File: config.mk
export PLATFORM = sky130hd
export DESIGN_NAME = hot_water_charge_controller
export DESIGN_NICKNAME = d
export VERILOG_FILES = /design/src/hdl/hwcc_pkg.sv /design/src/hdl/hwcc_cfg_regs.sv /design/src/hdl/hwcc_core.sv /design/src/hdl/hot_water_charge_controller.sv
export SDC_FILE = /design/constraint.sdc
export NUM_CORES = 1
export LEC_CHECK = 0
export BUFFER_PORTS_ARGS = -buffer_cell sky130_fd_sc_hd__buf_2
export CAP_MARGIN = 25
export CORE_AREA = 2 2 145 289
export DETAILED_ROUTE_END_ITERATION = 12
export DIE_AREA = 0 0 147 291
export MAX_ROUTING_LAYER = met4
export PLACE_DENSITY = 0.71
export SYNTH_ARGS = -nofsm -noshare
export SYNTH_HDL_FRONTEND = slang
export SYNTH_HIERARCHICAL = 1
export SYNTH_SLANG_ARGS = --single-unit
File: constraint.sdc
create_clock -name clk -period 26.4 [get_ports clk]
set_clock_uncertainty 0.15 [all_clocks]
set_input_delay 0 -clock clk [delete_from_list [all_inputs] [get_ports clk]]
set_output_delay 0 -clock clk [all_outputs]
set_load 0.05 [all_outputs]
File: src/hdl/hwcc_pkg.sv
// Types, codes and constants of the hot water charge controller.
`timescale 1ns / 1ps

package hwcc_pkg;

	// Temperatures are signed integers in 1/TEMP_SCALE degree.
	localparam int TEMP_SCALE = 10;
	localparam int DELTA_MIN = 5 * TEMP_SCALE;
	localparam int DELTA_MAX = 20 * TEMP_SCALE;
	localparam int DELTA_DEFAULT = 10 * TEMP_SCALE;
	localparam int RESET_MIN_DIFF = TEMP_SCALE;

	// Configuration port geometry.
	localparam int CFG_IDX_W = 3;
	localparam int CFG_DATA_W = 32;

	// Register indexes.
	localparam logic [CFG_IDX_W-1:0] CFG_CHARGE_DELTA = 3'd0;
	localparam logic [CFG_IDX_W-1:0] CFG_START_BELOW = 3'd1;
	localparam logic [CFG_IDX_W-1:0] CFG_STOP_ABOVE = 3'd2;
	localparam logic [CFG_IDX_W-1:0] CFG_TARGET_MIN = 3'd3;
	localparam logic [CFG_IDX_W-1:0] CFG_TARGET_MAX = 3'd4;
	localparam logic [CFG_IDX_W-1:0] CFG_REFRESH_PERIOD = 3'd5;
	localparam logic [CFG_IDX_W-1:0] CFG_AUTOTUNE_PERIOD = 3'd6;

	// Action codes of a result item.
	typedef enum logic [2:0] {
		ACT_NONE    = 3'd0,
		ACT_START   = 3'd1,
		ACT_STOP    = 3'd2,
		ACT_YIELD   = 3'd3,
		ACT_REFRESH = 3'd4
	} act_t;

	// Configuration register set.
	typedef struct packed {
		logic [9:0]         charge_delta;
		logic signed [11:0] start_below;
		logic signed [11:0] stop_above;
		logic signed [11:0] target_min;
		logic signed [11:0] target_max;
		logic [31:0]        refresh_period_ms;
		logic [31:0]        autotune_period_ms;
	} cfg_t;

	// One input item.
	typedef struct packed {
		logic               op;
		logic signed [11:0] tank_temp;
		logic               tank_valid;
		logic               sensors_ok;
		logic               boiler_en;
		logic               dhw_en;
		logic               dhw_first;
		logic               heating_active;
		logic [1:0]         override_bits;
		logic [1:0]         burner_bits;
		logic               autotune_active;
		logic [31:0]        now_ms;
	} item_t;

	// One result item.
	typedef struct packed {
		act_t               action;
		logic signed [11:0] boiler_target;
		logic               water_active;
		logic               demand;
	} result_t;

endpackage

File: src/hdl/hwcc_cfg_regs.sv
// Configuration register file of the hot water charge controller.
`timescale 1ns / 1ps

module hwcc_cfg_regs
	import hwcc_pkg::*;
(
	input  logic                  clk,
	input  logic                  arst_n,
	input  logic                  cfg_we,
	input  logic [CFG_IDX_W-1:0]  cfg_index,
	input  logic [CFG_DATA_W-1:0] cfg_data,
	output cfg_t                  cfg
);

	cfg_t cfg_q;

	// Write one register per enabled cycle; unknown indexes are dropped.
	always_ff @(posedge clk or negedge arst_n) begin
		if (!arst_n) begin
			cfg_q.charge_delta       <= 10'd100;
			cfg_q.start_below        <= 12'sd450;
			cfg_q.stop_above         <= 12'sd550;
			cfg_q.target_min         <= 12'sd400;
			cfg_q.target_max         <= 12'sd900;
			cfg_q.refresh_period_ms  <= 32'd300000;
			cfg_q.autotune_period_ms <= 32'd60000;
		end else if (cfg_we) begin
			unique case (cfg_index)
				CFG_CHARGE_DELTA:    cfg_q.charge_delta       <= cfg_data[9:0];
				CFG_START_BELOW:     cfg_q.start_below        <= signed'(cfg_data[11:0]);
				CFG_STOP_ABOVE:      cfg_q.stop_above         <= signed'(cfg_data[11:0]);
				CFG_TARGET_MIN:      cfg_q.target_min         <= signed'(cfg_data[11:0]);
				CFG_TARGET_MAX:      cfg_q.target_max         <= signed'(cfg_data[11:0]);
				CFG_REFRESH_PERIOD:  cfg_q.refresh_period_ms  <= cfg_data[31:0];
				CFG_AUTOTUNE_PERIOD: cfg_q.autotune_period_ms <= cfg_data[31:0];
				default: ;
			endcase
		end
	end

	assign cfg = cfg_q;

endmodule

File: src/hdl/hwcc_core.sv
// Mode, demand latch, target and timer logic of the hot water charge controller.
`timescale 1ns / 1ps

module hwcc_core
	import hwcc_pkg::*;
(
	input  logic    clk,
	input  logic    arst_n,
	input  cfg_t    cfg,
	input  item_t   item,
	input  logic    fire,
	output result_t result
);

	logic               mode_q, mode_d;
	logic               demand_q, demand_d;
	logic signed [11:0] held_q, held_d;
	logic [31:0]        refresh_stamp_q, refresh_stamp_d;
	logic [31:0]        autotune_stamp_q, autotune_stamp_d;

	logic               thr_ok;
	logic               latch_eval;
	logic               need;
	logic [9:0]         delta;
	logic signed [12:0] sum;
	logic signed [12:0] clamp_lo;
	logic signed [11:0] calc_target;
	logic signed [12:0] diff;
	logic               diff_big;
	logic [31:0]        refresh_elapsed;
	logic [31:0]        autotune_elapsed;
	logic               force_on, force_off, water_req, heat_req;
	act_t               act;
	logic signed [11:0] tgt;

	assign force_on  = item.override_bits[0];
	assign force_off = item.override_bits[1];
	assign water_req = item.burner_bits[0];
	assign heat_req  = item.burner_bits[1];

	// Hysteresis latch: only updates when the reading and thresholds are usable.
	always_comb begin
		thr_ok = item.tank_valid && (cfg.start_below > 12'sd0) && (cfg.stop_above > 12'sd0);
		latch_eval = demand_q;
		if (thr_ok) begin
			if (!demand_q && (item.tank_temp < cfg.start_below)) begin
				latch_eval = 1'b1;
			end else if (demand_q && (item.tank_temp > cfg.stop_above)) begin
				latch_eval = 1'b0;
			end
		end
		need = thr_ok && latch_eval;
	end

	// Boiler target: tank plus validated delta, clamped low then high.
	always_comb begin
		if ((cfg.charge_delta < 10'(DELTA_MIN)) || (cfg.charge_delta > 10'(DELTA_MAX))) begin
			delta = 10'(DELTA_DEFAULT);
		end else begin
			delta = cfg.charge_delta;
		end
		sum = 13'(item.tank_temp) + signed'({3'b000, delta});
		clamp_lo = (sum < 13'(cfg.target_min)) ? 13'(cfg.target_min) : sum;
		calc_target = (clamp_lo > 13'(cfg.target_max)) ? cfg.target_max : clamp_lo[11:0];
	end

	// Change detection and wrapping timers.
	always_comb begin
		diff = 13'(calc_target) - 13'(held_q);
		diff_big = (diff > 13'sd0 + 13'(RESET_MIN_DIFF)) ||
			(diff < 13'sd0 - 13'(RESET_MIN_DIFF));
		refresh_elapsed  = item.now_ms - refresh_stamp_q;
		autotune_elapsed = item.now_ms - autotune_stamp_q;
	end

	// Decision for one item.
	always_comb begin
		act = ACT_NONE;
		tgt = 12'sd0;
		mode_d = mode_q;
		demand_d = demand_q;
		held_d = held_q;
		refresh_stamp_d = refresh_stamp_q;
		autotune_stamp_d = autotune_stamp_q;
		if (item.op) begin
			if (mode_q && !item.sensors_ok) begin
				act = ACT_STOP;
				mode_d = 1'b0;
			end
		end else if (!item.boiler_en || !item.dhw_en) begin
			if (mode_q) begin
				act = ACT_STOP;
				mode_d = 1'b0;
			end
		end else if (!mode_q) begin
			demand_d = latch_eval;
			if ((need || force_on) && item.sensors_ok &&
				(item.dhw_first || !item.heating_active)) begin
				act = ACT_START;
				tgt = calc_target;
				held_d = calc_target;
				mode_d = 1'b1;
			end
		end else begin
			demand_d = latch_eval;
			if (!water_req && heat_req) begin
				act = ACT_YIELD;
				mode_d = 1'b0;
			end else if (force_off || !need || !item.sensors_ok) begin
				act = ACT_STOP;
				mode_d = 1'b0;
			end else if (item.autotune_active) begin
				if (autotune_elapsed > cfg.autotune_period_ms) begin
					act = ACT_REFRESH;
					tgt = held_q;
					autotune_stamp_d = item.now_ms;
				end
			end else if (diff_big || (refresh_elapsed > cfg.refresh_period_ms)) begin
				act = ACT_REFRESH;
				tgt = calc_target;
				held_d = calc_target;
				refresh_stamp_d = item.now_ms;
			end
		end
	end

	// State advances once per item that moves to the result register.
	always_ff @(posedge clk or negedge arst_n) begin
		if (!arst_n) begin
			mode_q <= 1'b0;
			demand_q <= 1'b0;
			held_q <= 12'sd0;
			refresh_stamp_q <= 32'd0;
			autotune_stamp_q <= 32'd0;
		end else if (fire) begin
			mode_q <= mode_d;
			demand_q <= demand_d;
			held_q <= held_d;
			refresh_stamp_q <= refresh_stamp_d;
			autotune_stamp_q <= autotune_stamp_d;
		end
	end

	assign result.action = act;
	assign result.boiler_target = tgt;
	assign result.water_active = mode_d;
	assign result.demand = demand_d;

endmodule

File: src/hdl/hot_water_charge_controller.sv
// Top level of the hot water charge controller.
//
// Input channel: in_valid / in_stall with one port per field; an item is
// taken at a clock edge with in_valid high and in_stall low. Output channel:
// out_valid / out_stall; a result is taken at an edge with out_valid high
// and out_stall low. Every input item yields exactly one result item.
// A taken item lands in the input register. When the result register is
// free, its result is written there and the mode, demand latch, held target
// and timer stamps are updated.
// Throughput is one item per cycle while out_stall is low, set by the single
// pass through the decision logic between the input and result registers.
// When the receiver stalls, the result holds and the input register keeps
// one more item; in_stall rises only when both are full.
// Configuration is a plain write port (cfg_we, cfg_index, cfg_data); write
// it only while no item is in flight.
// Reset clears both registers' valid flags, sets the mode off, the latch
// clear, the held target and stamps to zero and the registers to defaults.
`timescale 1ns / 1ps

module hot_water_charge_controller
	import hwcc_pkg::*;
(
	input  logic                  clk,
	input  logic                  arst_n,
	input  logic                  cfg_we,
	input  logic [CFG_IDX_W-1:0]  cfg_index,
	input  logic [CFG_DATA_W-1:0] cfg_data,
	input  logic                  in_valid,
	output logic                  in_stall,
	input  logic                  op,
	input  logic signed [11:0]    tank_temp,
	input  logic                  tank_valid,
	input  logic                  sensors_ok,
	input  logic                  boiler_en,
	input  logic                  dhw_en,
	input  logic                  dhw_first,
	input  logic                  heating_active,
	input  logic [1:0]            override_bits,
	input  logic [1:0]            burner_bits,
	input  logic                  autotune_active,
	input  logic [31:0]           now_ms,
	output logic                  out_valid,
	input  logic                  out_stall,
	output logic [2:0]            action,
	output logic signed [11:0]    boiler_target,
	output logic                  water_active,
	output logic                  demand
);

	cfg_t    cfg;
	item_t   item_in;
	item_t   item_s1;
	logic    valid_s1;
	result_t result_comb;
	result_t result_s2;
	logic    valid_s2;
	logic    advance;
	logic    fire;

	hwcc_cfg_regs u_cfg (
		.clk       (clk),
		.arst_n    (arst_n),
		.cfg_we    (cfg_we),
		.cfg_index (cfg_index),
		.cfg_data  (cfg_data),
		.cfg       (cfg)
	);

	// Gather the input fields into one item.
	assign item_in = '{
		op:              op,
		tank_temp:       tank_temp,
		tank_valid:      tank_valid,
		sensors_ok:      sensors_ok,
		boiler_en:       boiler_en,
		dhw_en:          dhw_en,
		dhw_first:       dhw_first,
		heating_active:  heating_active,
		override_bits:   override_bits,
		burner_bits:     burner_bits,
		autotune_active: autotune_active,
		now_ms:          now_ms
	};

	// The result register frees up when it is empty or being taken.
	assign advance  = !valid_s2 || !out_stall;
	assign fire     = valid_s1 && advance;
	assign in_stall = valid_s1 && !advance;

	// Input register.
	always_ff @(posedge clk or negedge arst_n) begin
		if (!arst_n) begin
			valid_s1 <= 1'b0;
		end else if (!in_stall) begin
			valid_s1 <= in_valid;
		end
	end

	always_ff @(posedge clk) begin
		if (in_valid && !in_stall) begin
			item_s1 <= item_in;
		end
	end

	hwcc_core u_core (
		.clk    (clk),
		.arst_n (arst_n),
		.cfg    (cfg),
		.item   (item_s1),
		.fire   (fire),
		.result (result_comb)
	);

	// Result register.
	always_ff @(posedge clk or negedge arst_n) begin
		if (!arst_n) begin
			valid_s2 <= 1'b0;
		end else if (advance) begin
			valid_s2 <= valid_s1;
		end
	end

	always_ff @(posedge clk) begin
		if (fire) begin
			result_s2 <= result_comb;
		end
	end

	assign out_valid     = valid_s2;
	assign action        = result_s2.action;
	assign boiler_target = result_s2.boiler_target;
	assign water_active  = result_s2.water_active;
	assign demand        = result_s2.demand;

endmodule

==> reports/metrics.csv, run 1 <==
stage;metric;value;unit
floorplanning;width of the die;147;um
sta;Tmin final;11.29;ns
finish;share of cells above drive strength 1;0.220;
critical_path;Arr. time, crit path;11.60;ns
logic_synthesis;share of the synthesized area in the top cell type;0.235;
grt;GR Util met1;0.253;
clock_tree;post-cts sizing count;0;
hold_path;Hold Crit Start;now_ms[5];
place;DP Wirelength;30.9;mm
clock_tree;Root Driver;clkbuf_16;
clock_tree;clk_lat worst skew;0.58;ns
clock_tree;CTS tree;built;
grt;busiest grt layer;met2;
critical_path;crit-path max cell delay;0.77;ns
place;Placed Cells;2318;
sta;setup TNS;0;ns
logic_synthesis;Synth async-reset ratio;0.735;
floorplanning;IO Pins;115;
grt;vias in the first global route;13700;
place;port bufs;114;
sta;Worst Max-Slew Pin Slew;0.958;ns
route;First-pass DRT Iterations;6;
sta;fin. max-slew vios;0;
critical_path;critical path type;flop to flop;
finish;nets;2263;
clock_tree;Worst-path clk slew;0.06;ns
run;Max Cap Viol;0;
hold_path;Hold WC Path Type;primary input to flop;
finish;layout overhead on the synthesized area;19.8;%
critical_path;CP Max Fanout;32;
sta;final worst-path cycle share;0.428;
floorplanning;Starting Density;0.443;
critical_path;CP required;26.71;ns
route;DRT antenna net count;0;
logic_synthesis;Netlist cell types;80;
logic_synthesis;average size of a mapped cell;10.7;um2
status;outcome;completed;
logic_synthesis;Synth Flop Type;dfrtp_1;
logic_synthesis;cell area after synthesis;0.0180;mm2
sta;RSZ-0062 raised after global routing;false;
pwr;power per cell area;72.9;mW/mm2
pwr;Leak Pwr;0.00986;uW
floorplanning;Die Area;0.0428;mm2
route;1st-iter DRT viols;697;
place;setup slack at placement;15.36;ns
critical_path;launch point of the worst path;u_cfg/cfg[113]$_DFFE_PN0P_;
clock_tree;clock buffer depth;3;
route;drt via density;5.34;
grt;largest net degree at the start of global routing;90;
sta;hold_ws;0.0218;ns
grt;M3 GR Usage;0.0215;
finish;Reg area;0.00729;mm2
sta;Max Clk Rate;88.5;MHz
clock_tree;Num CTS Buffers;29;
pwr;Max VDD drop;0.0665;mV
logic_synthesis;top post-synthesis cells by area;dfrtp_1 (23%), ha_1 (14%), edfxtp_1 (12%);
finish;Layout Utilization;0.530;
sta;setup ws final;15.11;ns
finish;area taken by multi-input logic gates;0.00969;mm2
logic_synthesis;EDFF count, synth;73;
grt;total gr overflow;0;
logic_synthesis;leading area contributor after synthesis;dfrtp_1;
grt;initial antenna violation count;0;
finish;total inserted antenna cells;0;
floorplanning;standard-cell rows;105;
sta;Slew HR;0.353;
grt;first-pass GRT wire length;69.6;mm
route;Routed WL;43.2;mm
clock_tree;CTS sink cnt;275;
grt;GRT Util Overall;0.207;
finish;Cell Count, Final, Fillers Out;2524;
critical_path;nature of the critical path endpoint;flop;
logic_synthesis;Synth warnings;6;
critical_path;Worst setup SP type;flop;
critical_path;R2R Path Start;u_cfg/cfg[113]$_DFFE_PN0P_;
route;Remaining DRCs;0;
sta;Hold Vio Cnt, Final;0;
logic_synthesis;synthesized instance count;1690;
route;via count of the routed design;13500;
place;RD Place Congestion;0.881;
clock_tree;Clock H-tree levels;1;
floorplanning;Core Box Area;0.0407;mm2
logic_synthesis;FF+latch count, synth;275;
critical_path;most used cell, CP;ha_1;
sta;endpoints failing setup;0;
route;WL/cell;17.1;um
grt;met2 GRT Util;0.362;
logic_synthesis;sequential share of the synthesized area;0.404;
finish;Fill cells;3591;
floorplanning;overall die height;291;um
critical_path;Crit-path slowest cell;nor4_1;
[per-layer routing]
| layer | vias to the layer above | wire (um) |
|---|---|---|
| met5 | - | 0 |
| met4 | 0 | 1170 |
| met3 | 70 | 1370 |
| met2 | 261 | 21900 |
| met1 | 6553 | 18700 |
| li1 | 6593 | - |
[cell type report]
class | count | area share
multi-input cells | 1155 | 0.448
repair buffers | 278 | 0.102
flip-flops and latches | 275 | 0.337
well taps | 535 | 0.0310
clock inverters | 17 | 0.00487
inverters | 227 | 0.0394
clock buffers | 37 | 0.0364
[Yosys cell counts (8+ instances only)]
master    number
mux2_4        30
xnor2_1       46
nand2_1       64
nor2b_1       15
a21o_1        57
ha_1         197
dfrtp_1      169
and2_1        10
edfxtp_1      73
a21oi_1      104
o21bai_1      11
nand4_1       24
nand2b_1      24
nor2_1        58
mux2_2       179
xor2_1        20
clkbuf_1      10
nand3_1       37
buf_2         10
o21ai_0       54
nor4_1        17
a211oi_1      14
dfstp_2       33
o21a_1        24
inv_1        227
a31oi_1        8
nor3_1        31
[worst max-delay path, delay by kind of cell (launching register included)]
family                   cells  cell delay, ns
AND/OR/NAND/NOR             12            3.27
AO/OA/AOI/OAI               17            3.96
multiplexers                 3            1.22
buffers and inverters        3            0.37
flip-flops                   1            0.41
adder cells (fa/ha/maj)      6            1.73
[final timing paths]
| kind | slack [ns] | cells past startpoint | to |
|---|---|---|---|
| worst min-delay path | 0.02 | 2 | item_s1[5]$_DFFE_PP_ |
| max in group asynchronous | 24.22 | 5 | u_core/held_q[4]$_DFFE_PN0P_ |
| min in group asynchronous | 0.41 | 3 | u_cfg/cfg[50]$_DFFE_PN1P_ |
| worst max register to register | 15.11 | 41 | u_core/refresh_stamp_q[4]$_DFFE_PN0P_ |
| worst min register to register | 0.35 | 1 | u_core/autotune_stamp_q[0]$_DFFE_PN0P_ |
| worst max-delay path | 15.11 | 41 | u_core/refresh_stamp_q[4]$_DFFE_PN0P_ |
[kinds of logic after synthesis]
family,after synthesis,share of synthesized area
AO/OA/AOI/OAI,344,0.124
XOR/XNOR,66,0.0321
adder cells (fa/ha/maj),201,0.141
buffers and inverters,261,0.0591
flip-flops,275,0.404
multiplexers,219,0.143
other,1,0.000208
AND/OR/NAND/NOR,323,0.0962
[cell usage in the layout (no fill, tap or decap), types with 11 or more instances in the layout]
cell	synthesis	final
nor3_1	31	31
o21ai_0	54	54
a21oi_1	104	104
nand2_1	64	64
mux2_2	179	179
nand2b_1	24	24
inv_1	227	227
ha_1	197	197
edfxtp_1	73	73
nand3_1	37	37
xnor2_1	46	46
nor2b_1	15	15
dfstp_2	33	33
a211oi_1	14	14
mux2_4	30	30
buf_2	10	113
clkbuf_16	0	30
nor2_1	58	58
dlygate4sd3_1	0	151
xor2_1	20	20
o21a_1	24	24
nor4_1	17	17
o21bai_1	11	11
dfrtp_1	169	169
buf_4	7	11
a21o_1	57	57
nand4_1	24	24
[registers in the layout, indices dropped and copies added, names as in the netlist, 3 cells and up]
| name | flops |
|---|---|
| u_cfg/cfg | 122 |
| item_s1 | 56 |
| u_core/autotune_stamp_q | 32 |
| u_core/refresh_stamp_q | 32 |
| boiler_target | 12 |
| u_core/held_q | 12 |
| action | 3 |
[power by group]
part | leakage, uW | switching (uW) | internal (uW)
registers | 0.00322 | 41.4 | 503
logic | 0.00621 | 347 | 290
clock network | 0.000430 | 180 | 212
[through the flow]
| stage | instance area [um2] | power (uW) |
|---|---|---|
| 2_1_floorplan | 18000 | 1010 |
| 3_3_place_gp | 19200 | 1140 |
| 3_5_place_dp | 19200 | 1160 |
| 4_1_cts | 21600 | 1580 |
| 5_1_grt | 21600 | 1690 |
| 6_report | 21600 | 1570 |
[timing repair]
action / in CTS / in global routing
endpoints found under the hold margin: 309 / 0
setup buffers: 0 / 0
hold buffers: 152 / 0
(Power assumes the default switching activity.)
==> inputs of run 2 (changes only) <==
Settings changed: PLACE_DENSITY 0.71 to 0.74.
Clock period 26.4 ns to 9.85 ns, I/O delays scaled along.
==> reports/metrics.csv, run 2 (synthesis results as in run 1) <==
stage;metric;value;unit;change
place;RD Place Congestion;0.903;;+2.5%
critical_path;CP Max Fanout;11;;-66%
place;DP Wirelength;31.1;mm;+0.51%
finish;share of cells above drive strength 1;0.242;;+0.0217
floorplanning;standard-cell rows;105;;unchanged
sta;Hold Vio Cnt, Final;0;;unchanged
sta;setup TNS;0;ns;unchanged
route;WL/cell;17.5;um;+2.3%
sta;Slew HR;0.255;;-0.0982
clock_tree;Clock H-tree levels;1;;unchanged
sta;hold_ws;0.0367;ns;+0.0149 ns
route;Routed WL;44.5;mm;+2.9%
floorplanning;IO Pins;115;;unchanged
critical_path;Worst setup SP type;flop;;
sta;Worst Max-Slew Pin Slew;1.09;ns;+0.132 ns
grt;vias in the first global route;14000;;+2.3%
route;drt via density;5.41;;+1.2%
sta;Tmin final;9.34;ns;-1.96 ns
route;Remaining DRCs;0;;unchanged
floorplanning;Core Box Area;0.0407;mm2;unchanged
finish;layout overhead on the synthesized area;22.4;%;
grt;GRT Util Overall;0.212;;+0.00431
clock_tree;CTS tree;built;;
route;DRT antenna net count;0;;unchanged
place;port bufs;114;;unchanged
grt;largest net degree at the start of global routing;79;;-12%
clock_tree;CTS sink cnt;275;;unchanged
finish;commonest cells after routing, fill and taps aside;inv_1 (227), ha_1 (195), mux2_2 (179);;
route;First-pass DRT Iterations;5;;-1
floorplanning;Die Area;0.0428;mm2;unchanged
sta;final worst-path cycle share;0.948;;+0.520
finish;design area;0.0221;mm2;+2.2%
pwr;power per cell area;205;mW/mm2;+180%
grt;initial antenna violation count;0;;unchanged
floorplanning;width of the die;147;um;unchanged
finish;total inserted antenna cells;0;;unchanged
clock_tree;Worst-path clk slew;0.06;ns;about the same
place;dpl cell area;0.0192;mm2;+0.36%
clock_tree;clk_lat worst skew;0.57;ns;about the same
pwr;Leak Pwr;0.0100;uW;+1.9%
finish;Fill cells;3497;;-2.6%
sta;fin. max-slew vios;0;;unchanged
critical_path;critical path type;flop to flop;;
grt;total gr overflow;0;;unchanged
sta;Max Clk Rate;107;MHz;+21%
clock_tree;clock buffer depth;3;;unchanged
floorplanning;overall die height;291;um;unchanged
critical_path;crit-path max cell delay;0.56;ns;-0.21 ns
critical_path;CP required;10.16;ns;-16.55 ns
hold_path;Hold WC Path Type;primary input to flop;;
grt;first-pass GRT wire length;71.1;mm;+2.2%
finish;max reg flops;122;;unchanged
sta;endpoints failing setup;0;;unchanged
critical_path;Crit-path slowest cell;fa_2;;
critical_path;Arr. time, crit path;9.64;ns;-1.96 ns
clock_tree;Num CTS Buffers;28;;-3.4%
floorplanning;Starting Density;0.443;;unchanged
route;via count of the routed design;13700;;+1.9%
critical_path;nature of the critical path endpoint;flop;;
status;outcome;completed;;
pwr;overall power;4520;uW;+190%
finish;most common cell after layout, fill and taps aside;inv_1;;
clock_tree;Root Driver;clkbuf_16;;
run;Max Cap Viol;0;;unchanged
route;1st-iter DRT viols;767;;+10%
finish;nets;2280;;+0.75%
pwr;Max VDD drop;0.163;mV;+150%
## run 2: final cells by class
type | count | area (um2) | share of cell area
inverter | 227 | 852 | 0.0386
clock inverter | 14 | 214 | 0.00970
multi-input combinational | 1155 | 9860 | 0.447
clock buffer | 38 | 778 | 0.0353
sequential | 275 | 7290 | 0.330
timing repair buffer | 296 | 2410 | 0.109
tap | 535 | 669 | 0.0303
## run 2: through the flow
step / utilization / setup slack (ns) / std cells
CTS: 0.535 / 0.0790 / 2531
floorplan: - / 0.0898 / 1691
global route: 0.542 / -0.110 / 2540
detailed placement: 0.472 / 0.0457 / 2326
global placement: 0.472 / 0.193 / 2326
finish: 0.542 / 0.512 / 2540
## run 2: worst max-delay path, delay by kind of cell (launching register included)
family                     cells  cell delay, ns
and+or+nand+nor               12            1.87
buffers and inverters          6            0.85
adders and majority gates      6            1.81
muxes                          2            0.51
DFF                            1            0.40
AOI/OAI and AO/OA             20            3.59
## run 2: worst paths after layout
check | startpoint | endpoint | slack [ns] | depth (start not counted)
worst max-delay path | u_cfg/cfg[113]$_DFFE_PN0P_ | u_core/refresh_stamp_q[22]$_DFFE_PN0P_ | 0.51 | 46
worst min-delay path | now_ms[3] | item_s1[3]$_DFFE_PP_ | 0.04 | 2
worst max register to register | u_cfg/cfg[113]$_DFFE_PN0P_ | u_core/refresh_stamp_q[22]$_DFFE_PN0P_ | 0.51 | 46
worst min register to register | u_core/autotune_stamp_q[1]$_DFFE_PN0P_ | u_core/autotune_stamp_q[1]$_DFFE_PN0P_ | 0.34 | 1
max in group asynchronous | arst_n | u_core/held_q[5]$_DFFE_PN0P_ | 8.18 | 4
min in group asynchronous | arst_n | u_cfg/cfg[13]$_DFFE_PN1P_ | 0.43 | 3
## run 2: where the power goes
part           total (uW)  switching, uW  internal [uW]
registers            1460            113           1350
logic                1900           1050            850
clock network        1160            472            686
## run 2: timing repair
action / 4_1_cts / 5_1_grt
pin swaps: 1 / 14
hold endpoints to repair: 257 / 0
hold buffers: 151 / 0
gates cloned: 0 / 2
setup endpoints to repair: 6 / 57
setup buffers: 2 / 5
resized for setup: 0 / 46
## run 2: routing by layer
metal  share of wire  GRT usage
met4           0.029     0.0610
met3           0.033     0.0177
met5               0          -
met1            0.42      0.252
met2            0.52      0.381
